File: config.mk
export PLATFORM = sky130hd
export DESIGN_NAME = roi_pixel_statistics_core
export DESIGN_NICKNAME = d
export VERILOG_FILES = /design/src/rtl/roi_stats_pkg.sv /design/src/rtl/roi_stats_regs.sv /design/src/rtl/roi_stats_engine.sv /design/src/rtl/roi_stats_outbuf.sv /design/src/rtl/roi_pixel_statistics_core.sv
export SDC_FILE = /design/constraint.sdc
export NUM_CORES = 2
export LEC_CHECK = 0
export ABC_AREA = 1
export BUFFER_PORTS_ARGS = -buffer_cell sky130_fd_sc_hd__buf_2
export CAP_MARGIN = 30
export CORE_MARGIN = 1.5
export CORE_UTILIZATION = 55
export DETAILED_ROUTE_END_ITERATION = 7
export GPL_TIMING_DRIVEN = 1
export PLACE_DENSITY_LB_ADDON = 0.12
export SLEW_MARGIN = 20
export SYNTH_ARGS = -nofsm -noshare
export SYNTH_HDL_FRONTEND = slang
export SYNTH_HIERARCHICAL = 1
export SYNTH_SLANG_ARGS = --single-unit
File: constraint.sdc
create_clock -name clk -period 32 [get_ports clk]
set_input_delay 4.8 -clock clk [delete_from_list [all_inputs] [get_ports clk]]
set_output_delay 4.8 -clock clk [all_outputs]
set_load 0.01 [all_outputs]
File: src/rtl/roi_stats_pkg.sv
`timescale 1ns / 1ps
`default_nettype none
// ----------------------------------------------------------------------------
// ROI statistics package
// Shared types, register indexes and reset constants for the region-of-
// interest pixel statistics block.
// ----------------------------------------------------------------------------
package roi_stats_pkg;

  // Configuration port geometry.
  localparam int CFG_INDEX_W = 3;
  localparam int CFG_DATA_W  = 16;
  localparam int ROI_W       = 11;
  localparam int DIM_W       = 16;
  localparam int POS_W       = 16;
  localparam int STAT_W      = 32;
  localparam int PIXEL_W     = 24;
  localparam int MASK_W      = 3;

  // Stream payload widths.
  localparam int S_TDATA_W = 32;
  localparam int M_TDATA_W = 192;
  localparam int M_TUSER_W = 2;

  // Reset values of the frame size registers.
  localparam logic [DIM_W-1:0]  FRAME_WIDTH_RST  = 16'd640;
  localparam logic [DIM_W-1:0]  FRAME_HEIGHT_RST = 16'd480;
  localparam logic [STAT_W-1:0] FRAME_TOTAL_RST  = 32'd307200;

  // Register indexes on the configuration port.
  typedef enum logic [CFG_INDEX_W-1:0] {
    REG_ROI_LEFT     = 3'd0,
    REG_ROI_TOP      = 3'd1,
    REG_ROI_RIGHT    = 3'd2,
    REG_ROI_BOTTOM   = 3'd3,
    REG_FRAME_WIDTH  = 3'd4,
    REG_FRAME_HEIGHT = 3'd5
  } cfg_reg_t;

  // Settings seen by the statistics engine.
  typedef struct packed {
    logic [ROI_W-1:0]  roi_left;
    logic [ROI_W-1:0]  roi_top;
    logic [ROI_W-1:0]  roi_right;
    logic [ROI_W-1:0]  roi_bottom;
    logic [STAT_W-1:0] frame_total;
  } roi_cfg_t;

  // One result beat before packing onto the stream.
  typedef struct packed {
    logic [PIXEL_W-1:0] pixel_data;
    logic               start_of_frame;
    logic               end_of_line;
    logic [MASK_W-1:0]  byte_keep;
    logic [MASK_W-1:0]  byte_strobe;
    logic               frame_done;
    logic [STAT_W-1:0]  sum_red;
    logic [STAT_W-1:0]  sum_green;
    logic [STAT_W-1:0]  sum_blue;
    logic [STAT_W-1:0]  region_pixel_count;
    logic [STAT_W-1:0]  frames_completed;
  } roi_result_t;

  // A frame dimension of zero counts as one.
  function automatic logic [DIM_W-1:0] fix_dim(input logic [DIM_W-1:0] d);
    fix_dim = (d == '0) ? DIM_W'(1) : d;
  endfunction

endpackage
`default_nettype wire

File: src/rtl/roi_stats_regs.sv
`timescale 1ns / 1ps
`default_nettype none
// ----------------------------------------------------------------------------
// ROI statistics configuration registers
// Holds the region bounds and the frame size, and keeps the pixel count of
// one frame up to date whenever a size register is written.
// ----------------------------------------------------------------------------
module roi_stats_regs (
  input  wire logic                                 clk,
  input  wire logic                                 rst,
  input  wire logic                                 cfg_we,
  input  wire logic [roi_stats_pkg::CFG_INDEX_W-1:0] cfg_index,
  input  wire logic [roi_stats_pkg::CFG_DATA_W-1:0]  cfg_data,
  output roi_stats_pkg::roi_cfg_t                   cfg
);
  import roi_stats_pkg::*;

  logic [DIM_W-1:0]  frame_width;
  logic [DIM_W-1:0]  frame_height;
  logic [DIM_W-1:0]  mul_a;
  logic [DIM_W-1:0]  mul_b;
  logic [STAT_W-1:0] total_next;

  // The product uses the new value of whichever dimension is being written.
  always_comb begin
    mul_a = frame_width;
    mul_b = frame_height;
    if (cfg_we && (cfg_reg_t'(cfg_index) == REG_FRAME_WIDTH)) begin
      mul_a = cfg_data;
    end
    if (cfg_we && (cfg_reg_t'(cfg_index) == REG_FRAME_HEIGHT)) begin
      mul_b = cfg_data;
    end
    total_next = STAT_W'(fix_dim(mul_a)) * STAT_W'(fix_dim(mul_b));
  end

  // Register writes; unknown indexes are dropped.
  always_ff @(posedge clk) begin
    if (rst) begin
      cfg.roi_left    <= '0;
      cfg.roi_top     <= '0;
      cfg.roi_right   <= '0;
      cfg.roi_bottom  <= '0;
      cfg.frame_total <= FRAME_TOTAL_RST;
      frame_width     <= FRAME_WIDTH_RST;
      frame_height    <= FRAME_HEIGHT_RST;
    end else if (cfg_we) begin
      unique case (cfg_reg_t'(cfg_index))
        REG_ROI_LEFT:   cfg.roi_left   <= cfg_data[ROI_W-1:0];
        REG_ROI_TOP:    cfg.roi_top    <= cfg_data[ROI_W-1:0];
        REG_ROI_RIGHT:  cfg.roi_right  <= cfg_data[ROI_W-1:0];
        REG_ROI_BOTTOM: cfg.roi_bottom <= cfg_data[ROI_W-1:0];
        REG_FRAME_WIDTH: begin
          frame_width     <= cfg_data;
          cfg.frame_total <= total_next;
        end
        REG_FRAME_HEIGHT: begin
          frame_height    <= cfg_data;
          cfg.frame_total <= total_next;
        end
        default: ;
      endcase
    end
  end

endmodule
`default_nettype wire

File: src/rtl/roi_stats_engine.sv
`timescale 1ns / 1ps
`default_nettype none
// ----------------------------------------------------------------------------
// ROI statistics engine
// Tracks pixel position and frame progress, accumulates the region sums and
// forms the result beat for each accepted pixel combinationally.
// ----------------------------------------------------------------------------
module roi_stats_engine (
  input  wire logic                                 clk,
  input  wire logic                                 rst,
  input  wire roi_stats_pkg::roi_cfg_t              cfg,
  input  wire logic                                 accept,
  input  wire logic [roi_stats_pkg::PIXEL_W-1:0]     pixel_data,
  input  wire logic                                 start_of_frame,
  input  wire logic                                 end_of_line,
  input  wire logic [roi_stats_pkg::MASK_W-1:0]      byte_keep,
  input  wire logic [roi_stats_pkg::MASK_W-1:0]      byte_strobe,
  output roi_stats_pkg::roi_result_t                result
);
  import roi_stats_pkg::*;

  logic [STAT_W-1:0] pixel_index;
  logic [POS_W-1:0]  column_pos;
  logic [POS_W-1:0]  row_pos;
  logic [STAT_W-1:0] red_acc;
  logic [STAT_W-1:0] green_acc;
  logic [STAT_W-1:0] blue_acc;
  logic [STAT_W-1:0] region_count;
  logic [STAT_W-1:0] frame_count;

  logic              in_region;
  logic [STAT_W-1:0] red_next;
  logic [STAT_W-1:0] green_next;
  logic [STAT_W-1:0] blue_next;
  logic [STAT_W-1:0] count_next;
  logic [STAT_W-1:0] index_next;
  logic [STAT_W-1:0] frame_next;
  logic              done;

  // Region test, accumulation and end-of-frame detection.
  always_comb begin
    in_region = (column_pos >= POS_W'(cfg.roi_left)) && (column_pos < POS_W'(cfg.roi_right)) &&
                (row_pos >= POS_W'(cfg.roi_top)) && (row_pos < POS_W'(cfg.roi_bottom));
    red_next   = red_acc   + STAT_W'(in_region ? pixel_data[7:0]   : 8'd0);
    green_next = green_acc + STAT_W'(in_region ? pixel_data[15:8]  : 8'd0);
    blue_next  = blue_acc  + STAT_W'(in_region ? pixel_data[23:16] : 8'd0);
    count_next = region_count + STAT_W'(in_region);
    index_next = pixel_index + STAT_W'(1);
    frame_next = frame_count + STAT_W'(1);
    done       = (index_next >= cfg.frame_total);
  end

  // Result beat: statistics fields read zero except on the closing pixel.
  always_comb begin
    result.pixel_data         = pixel_data;
    result.start_of_frame     = start_of_frame;
    result.end_of_line        = end_of_line;
    result.byte_keep          = byte_keep;
    result.byte_strobe        = byte_strobe;
    result.frame_done         = done;
    result.sum_red            = done ? red_next   : '0;
    result.sum_green          = done ? green_next : '0;
    result.sum_blue           = done ? blue_next  : '0;
    result.region_pixel_count = done ? count_next : '0;
    result.frames_completed   = done ? frame_next : '0;
  end

  // Frame state update on each accepted beat.
  always_ff @(posedge clk) begin
    if (rst) begin
      pixel_index  <= '0;
      column_pos   <= '0;
      row_pos      <= '0;
      red_acc      <= '0;
      green_acc    <= '0;
      blue_acc     <= '0;
      region_count <= '0;
      frame_count  <= '0;
    end else if (accept) begin
      if (done) begin
        pixel_index  <= '0;
        column_pos   <= '0;
        row_pos      <= '0;
        red_acc      <= '0;
        green_acc    <= '0;
        blue_acc     <= '0;
        region_count <= '0;
        frame_count  <= frame_next;
      end else begin
        pixel_index  <= index_next;
        column_pos   <= end_of_line ? '0 : column_pos + POS_W'(1);
        row_pos      <= end_of_line ? row_pos + POS_W'(1) : row_pos;
        red_acc      <= red_next;
        green_acc    <= green_next;
        blue_acc     <= blue_next;
        region_count <= count_next;
      end
    end
  end

  // A closing pixel leaves the frame state cleared.
  a_frame_clears: assert property (@(posedge clk) disable iff (rst)
    accept && done |=> (pixel_index == '0) && (column_pos == '0) && (row_pos == '0) &&
                       (region_count == '0))
    else $error("frame state not cleared after frame end");

  // Any other accepted pixel advances the frame index by exactly one.
  a_index_step: assert property (@(posedge clk) disable iff (rst)
    accept && !done |=> pixel_index == $past(pixel_index) + STAT_W'(1))
    else $error("pixel index did not advance by one");

  // The region count never runs ahead of the pixels seen in the frame.
  a_count_bound: assert property (@(posedge clk) disable iff (rst)
    region_count <= pixel_index)
    else $error("region count exceeds pixels seen");

endmodule
`default_nettype wire

File: src/rtl/roi_stats_outbuf.sv
`timescale 1ns / 1ps
`default_nettype none
// ----------------------------------------------------------------------------
// ROI statistics output buffer
// Output register plus one skid entry, so the input side keeps taking beats
// while a finished result waits on the output side.
// ----------------------------------------------------------------------------
module roi_stats_outbuf (
  input  wire logic                       clk,
  input  wire logic                       rst,
  input  wire logic                       in_valid,
  output logic                            in_ready,
  input  wire roi_stats_pkg::roi_result_t in_beat,
  output logic                            out_valid,
  input  wire logic                       out_ready,
  output roi_stats_pkg::roi_result_t      out_beat
);
  import roi_stats_pkg::*;

  logic        skid_valid;
  roi_result_t skid_beat;
  logic        take_in;

  assign in_ready = !skid_valid;
  assign take_in  = in_valid && in_ready;

  // Control: the output register refills from the skid entry first.
  always_ff @(posedge clk) begin
    if (rst) begin
      out_valid  <= 1'b0;
      skid_valid <= 1'b0;
    end else if (!out_valid || out_ready) begin
      out_valid  <= skid_valid || take_in;
      skid_valid <= 1'b0;
    end else if (take_in) begin
      skid_valid <= 1'b1;
    end
  end

  // Payload registers.
  always_ff @(posedge clk) begin
    if (!out_valid || out_ready) begin
      out_beat <= skid_valid ? skid_beat : in_beat;
    end else if (take_in) begin
      skid_beat <= in_beat;
    end
  end

  // The skid entry is only ever used behind a full output register.
  a_skid_behind_out: assert property (@(posedge clk) disable iff (rst)
    skid_valid |-> out_valid)
    else $error("skid entry holds data while output register is empty");

  // A beat taken while the output stalls lands in the skid entry.
  a_stall_to_skid: assert property (@(posedge clk) disable iff (rst)
    take_in && out_valid && !out_ready |=> skid_valid && out_valid)
    else $error("beat lost during output stall");

  // Reset empties both entries.
  a_reset_empty: assert property (@(posedge clk)
    rst |=> !out_valid && !skid_valid)
    else $error("buffer not empty after reset");

endmodule
`default_nettype wire

File: src/rtl/roi_pixel_statistics_core.sv
`timescale 1ns / 1ps
`default_nettype none
// ----------------------------------------------------------------------------
// ROI pixel statistics core
// Passes an RGB888 pixel stream through and reports per-frame red, green and
// blue sums and a pixel count over a rectangular region of interest.
// ----------------------------------------------------------------------------
// Every input beat produces exactly one output beat, one per clock when both
// sides keep flowing: the position, region test and 32-bit accumulators are
// updated from the accepted beat, and the result sits in an output register
// backed by a one-entry skid buffer, so s_tready only drops once two beats
// are waiting, one in the output register and one in the skid entry.
// Columns restart on tlast; a frame ends on the pixel that brings the pixel
// count to at least frame_width x frame_height (zero counts as one), and that beat
// carries frame_done in tuser together with the sums, the count and the frame
// number (the first frame is 1); start-of-frame is passed through only.
// Configuration writes take effect on the next clock and are meant to happen
// while the stream is idle.
module roi_pixel_statistics_core (
  input  wire logic                                 clk,
  input  wire logic                                 rst,
  // Configuration write port.
  input  wire logic                                 cfg_we,
  input  wire logic [roi_stats_pkg::CFG_INDEX_W-1:0] cfg_index,
  input  wire logic [roi_stats_pkg::CFG_DATA_W-1:0]  cfg_data,
  // Pixel input.
  input  wire logic                                 s_tvalid,
  output logic                                      s_tready,
  // s_tdata, low bit up: pixel_data[23:0], byte_keep[26:24], byte_strobe[29:27], zero pad
  input  wire logic [roi_stats_pkg::S_TDATA_W-1:0]   s_tdata,
  input  wire logic                                 s_tlast,  // end_of_line
  input  wire logic                                 s_tuser,  // start_of_frame
  // Pixel and statistics output.
  output logic                                      m_tvalid,
  input  wire logic                                 m_tready,
  // m_tdata, low bit up: pixel_data_out[23:0], byte_keep_out[26:24],
  // byte_strobe_out[29:27], sum_red[61:30], sum_green[93:62], sum_blue[125:94],
  // region_pixel_count[157:126], frames_completed[189:158], zero pad
  output logic [roi_stats_pkg::M_TDATA_W-1:0]        m_tdata,
  output logic                                      m_tlast,  // end_of_line_out
  // m_tuser, low bit up: start_of_frame_out, frame_done
  output logic [roi_stats_pkg::M_TUSER_W-1:0]        m_tuser
);
  import roi_stats_pkg::*;

  roi_cfg_t    cfg;
  roi_result_t result;
  roi_result_t out_beat;
  logic        accept;

  assign accept = s_tvalid && s_tready;

  // Configuration registers.
  roi_stats_regs u_regs (
    .clk       (clk),
    .rst       (rst),
    .cfg_we    (cfg_we),
    .cfg_index (cfg_index),
    .cfg_data  (cfg_data),
    .cfg       (cfg)
  );

  // Position tracking and accumulation.
  roi_stats_engine u_engine (
    .clk            (clk),
    .rst            (rst),
    .cfg            (cfg),
    .accept         (accept),
    .pixel_data     (s_tdata[23:0]),
    .start_of_frame (s_tuser),
    .end_of_line    (s_tlast),
    .byte_keep      (s_tdata[26:24]),
    .byte_strobe    (s_tdata[29:27]),
    .result         (result)
  );

  // Output register and skid entry.
  roi_stats_outbuf u_outbuf (
    .clk       (clk),
    .rst       (rst),
    .in_valid  (s_tvalid),
    .in_ready  (s_tready),
    .in_beat   (result),
    .out_valid (m_tvalid),
    .out_ready (m_tready),
    .out_beat  (out_beat)
  );

  // Pack the result beat onto the output stream.
  assign m_tdata = {2'b00,
                    out_beat.frames_completed,
                    out_beat.region_pixel_count,
                    out_beat.sum_blue,
                    out_beat.sum_green,
                    out_beat.sum_red,
                    out_beat.byte_strobe,
                    out_beat.byte_keep,
                    out_beat.pixel_data};
  assign m_tlast = out_beat.end_of_line;
  assign m_tuser = {out_beat.frame_done, out_beat.start_of_frame};

endmodule
`default_nettype wire

==> flow_summary_export.csv <==
group,metric,value,unit
placement,portBuffers,250,
global_route,grt_pass1_vias,35236,
cells_and_area,synthToLayoutAreaGrowth,9.303,%
critical_path,crit_path_frequent_cell,"nand2_1",
power,total_power,0.002182,W
sta,period_share,35.50,%
sta,setup_violations,0,
placement,placed_area,46160,um^2
clock_tree,cts_sinks,720,
cells_and_area,layoutNonFillerInstCount,6898,
clock_tree,clk_pin_slew,0.06,ns
floorplan,core-area,80420,um^2
sta,hold_ws,0.4731,ns
critical_path,cpLargestDelayFamily,"adder cells",
synthesis,synth_seq_cells,720,
clock_tree,post-cts-setup-buffers,0,
drt,routed_wl,117200,um
critical_path,startpoint_type,"input port",
critical_path,critical_path_buf_inv_count,8,
sta,grt_setup_unrepaired,"false",
global_route,grt_start_max_net_pins,85,
cells_and_area,fin_area,48750,um^2
global_route,grt_use_total,28.36,%
synthesis,synth_common_cells,"1708 x nand2_1, 793 x nor2_1, 735 x inv_1, 386 x edfxtp_1, 334 x dfxtp_1",
outcome,status,"completed",
power,pwr-share-comb,12.7,%
drt,firstDrtPassIters,6,
synthesis,avgSynthCellArea,7.905,um^2
floorplan,start_util,55.46,%
clock_tree,numCtsBuffers,79,
floorplan,pin_count,255,
hold_path,hp-class,"reg -> reg",
critical_path,cpPeakStageDelay,0.60,ns
sta,fmax,0.08804,GHz
cells_and_area,antenna_cells,0,
sta,fin_crit,11.36,ns
synthesis,netlist_area,44600,um^2
placement,place.gp.congestion,0.9919,
critical_path,crit_required,32.52,ns
power,netSwitchingPower,0.0005760,W
sta,slew-limit-headroom,32.25,%
critical_path,critPathArrivalTime,11.88,ns
clock_tree,cts-resized-gates,0,
synthesis,synth-seq-area-share,40.98,%
cells_and_area,reg_top3,"u_outbuf/out_beat x193, u_outbuf/skid_beat x193, u_regs/cfg x76",
synthesis,synthMostInstantiatedCell,"nand2_1",
drt,avgRoutedWirePerCell,16.99,um
clock_tree,clockRootBuffer,"clkbuf_16",
placement,dp_hpwl,83430,um
sta,clock_skew,0.03680,ns
power,p_int,0.001606,W
clock_tree,cts_tree,"built",
placement,dpl.cell_count,6752,
power,cellLeakagePower,21.82,nW
power,clock_power_share,40.8,%
clock_tree,ctsLongestPathBuffers,3,
synthesis,ys_types,52,
synthesis,netlist_instances,5642,
floorplan,die_area,82810,um^2
sta,final-hold-violation-count,0,
power,vdd_ir_drop_max,0.03535,mV
synthesis,ys_top_cells_by_area,"edfxtp_1 26%, dfxtp_1 15%, nand2_1 14%, fa_1 8.8%, nor2_1 6.7%",
global_route,grt_antenna_before_repair,1,
drt,via_per_inst,5.259,
synthesis,synth_warnings,6,
critical_path,slowest_stage,"inv_1",
flow_run,max_cap_violations,0,
drt,vias,36277,
floorplan,die_w,287.8,um
critical_path,crit_path_max_fanout,34,
global_route,grt_overflow_total,0,
power,power.density,44.76,nW/um^2
sta,finalSetupTns,0,ns
critical_path,crit_path_end_kind,"flip-flop",
cells_and_area,fin_nets,6239,
power,power_frac_seq,46.5,%
critical_path,r2r_slack,25.61,ns
floorplan,rows,104,
global_route,grt_pass1_wl,186300,um
synthesis,synth_edf_count,386,
clock_tree,clk_latency,0.64,ns
floorplan,dieHeight,287.8,um
synthesis,ys.flop_type,"edfxtp_1",
drt,drcViolationCount,0,
power,sw_frac_of_total,26.40,%
critical_path,worstSetupPathType,"in -> reg",
synthesis,synth.top_cell.area_share,25.99,%
synthesis,async_flop_share,0,%
clock_tree,hold_buffers,0,
drt,detail-route-antenna-nets,0,
clock_tree,cts-htree-levels,3,
cells_and_area,drive_gt1_share,8.325,%
sta,timing.final.max_slew_violations,0,
synthesis,yosys.area.top_type,"edfxtp_1",
drt,drt_iter0_markers,2642,
sta,worst_pin_slew,1.011,ns
[power by group through the flow]
stage                     combinational, W  sequential [W]  clock, W
after CTS                         0.000277         0.00101  0.000910
after floorplan                   0.000175         0.00105         0
final                             0.000278         0.00101  0.000890
after global placement            0.000272         0.00103         0
after global routing              0.000310         0.00102  0.000944
after detailed placement          0.000276         0.00103         0
[metrics by stage]
| step | setup WS [ns] | util [%] |
|---|---|---|
| 6_report | 20.64 | 60.62 |
| 3_3_place_gp | 20.27 | 57.41 |
| 3_5_place_dp | 20.24 | 57.41 |
| 5_1_grt | 20.37 | 60.62 |
| 4_1_cts | 20.88 | 60.53 |
| 2_1_floorplan | 10.18 | - |
[cell families after synthesis]
kind of cell    share of synthesized area [%]
buf+inv                                 9.087
compound gates                          5.243
flops                                   40.98
simple gates                            27.00
fa+ha+maj                               14.68
xor+xnor                                3.005
other cells                          0.008408
[layer usage]
metal,track usage (%),part of all wire [%]
met1,37.83,43
met2,47.07,47
met3,4.120,6.0
met4,10.14,3.5
met5,0,0
[cells in the final DEF (no fill, tap or decap), types with 5 or more instances in the layout]
master     count
nand2_1     1707
nor2_1       791
inv_1        732
edfxtp_1     386
dfxtp_1      333
a21oi_1      251
buf_2        249
ha_1         208
nand3_1      204
fa_1         197
xor2_1       127
o21ai_0      112
clkbuf_16     81
nor3_1        81
nand4_1       53
o21a_1        34
xnor2_1       26
clkbuf_1      24
buf_4         22
nor2_2        22
nand2_2       19
clkinv_1      16
a21o_1        16
or2_2         13
nand3b_1      11
clkinv_2      10
nor4_1         9
inv_2          7
clkbuf_8       7
nand3_2        7
nor2_4         7
nand2_4        7
nor3b_1        6
and2_1         5
o211ai_1       5
[final cells by class]
cell class	count	area [um^2]
Fill cell	7320	31670
Multi-Input combinational cell	3949	22300
Sequential cell	720	18280
Inverter	751	2834
Clock buffer	114	2228
Timing Repair Buffer	275	1498
Tap cell	1060	1326
Clock inverter	29	280.3
[worst min-delay path, delay by kind of cell, from the launching register on]
| kind | cells | cell delay, ns |
|---|---|---|
| flops | 1 | 0.31 |
| simple gates | 1 | 0.06 |
| compound gates | 1 | 0.05 |
[final timing paths]
kind	start	to	depth (start not counted)
max reg2reg	u_regs/frame_height[14]	u_regs/cfg[27]	22
max	cfg_index[2]	u_regs/cfg[27]	29
min reg2reg	u_engine/red_acc[0]	u_engine/red_acc[0]	2
min	u_engine/red_acc[0]	u_engine/red_acc[0]	2
(Power assumes the default switching activity.)
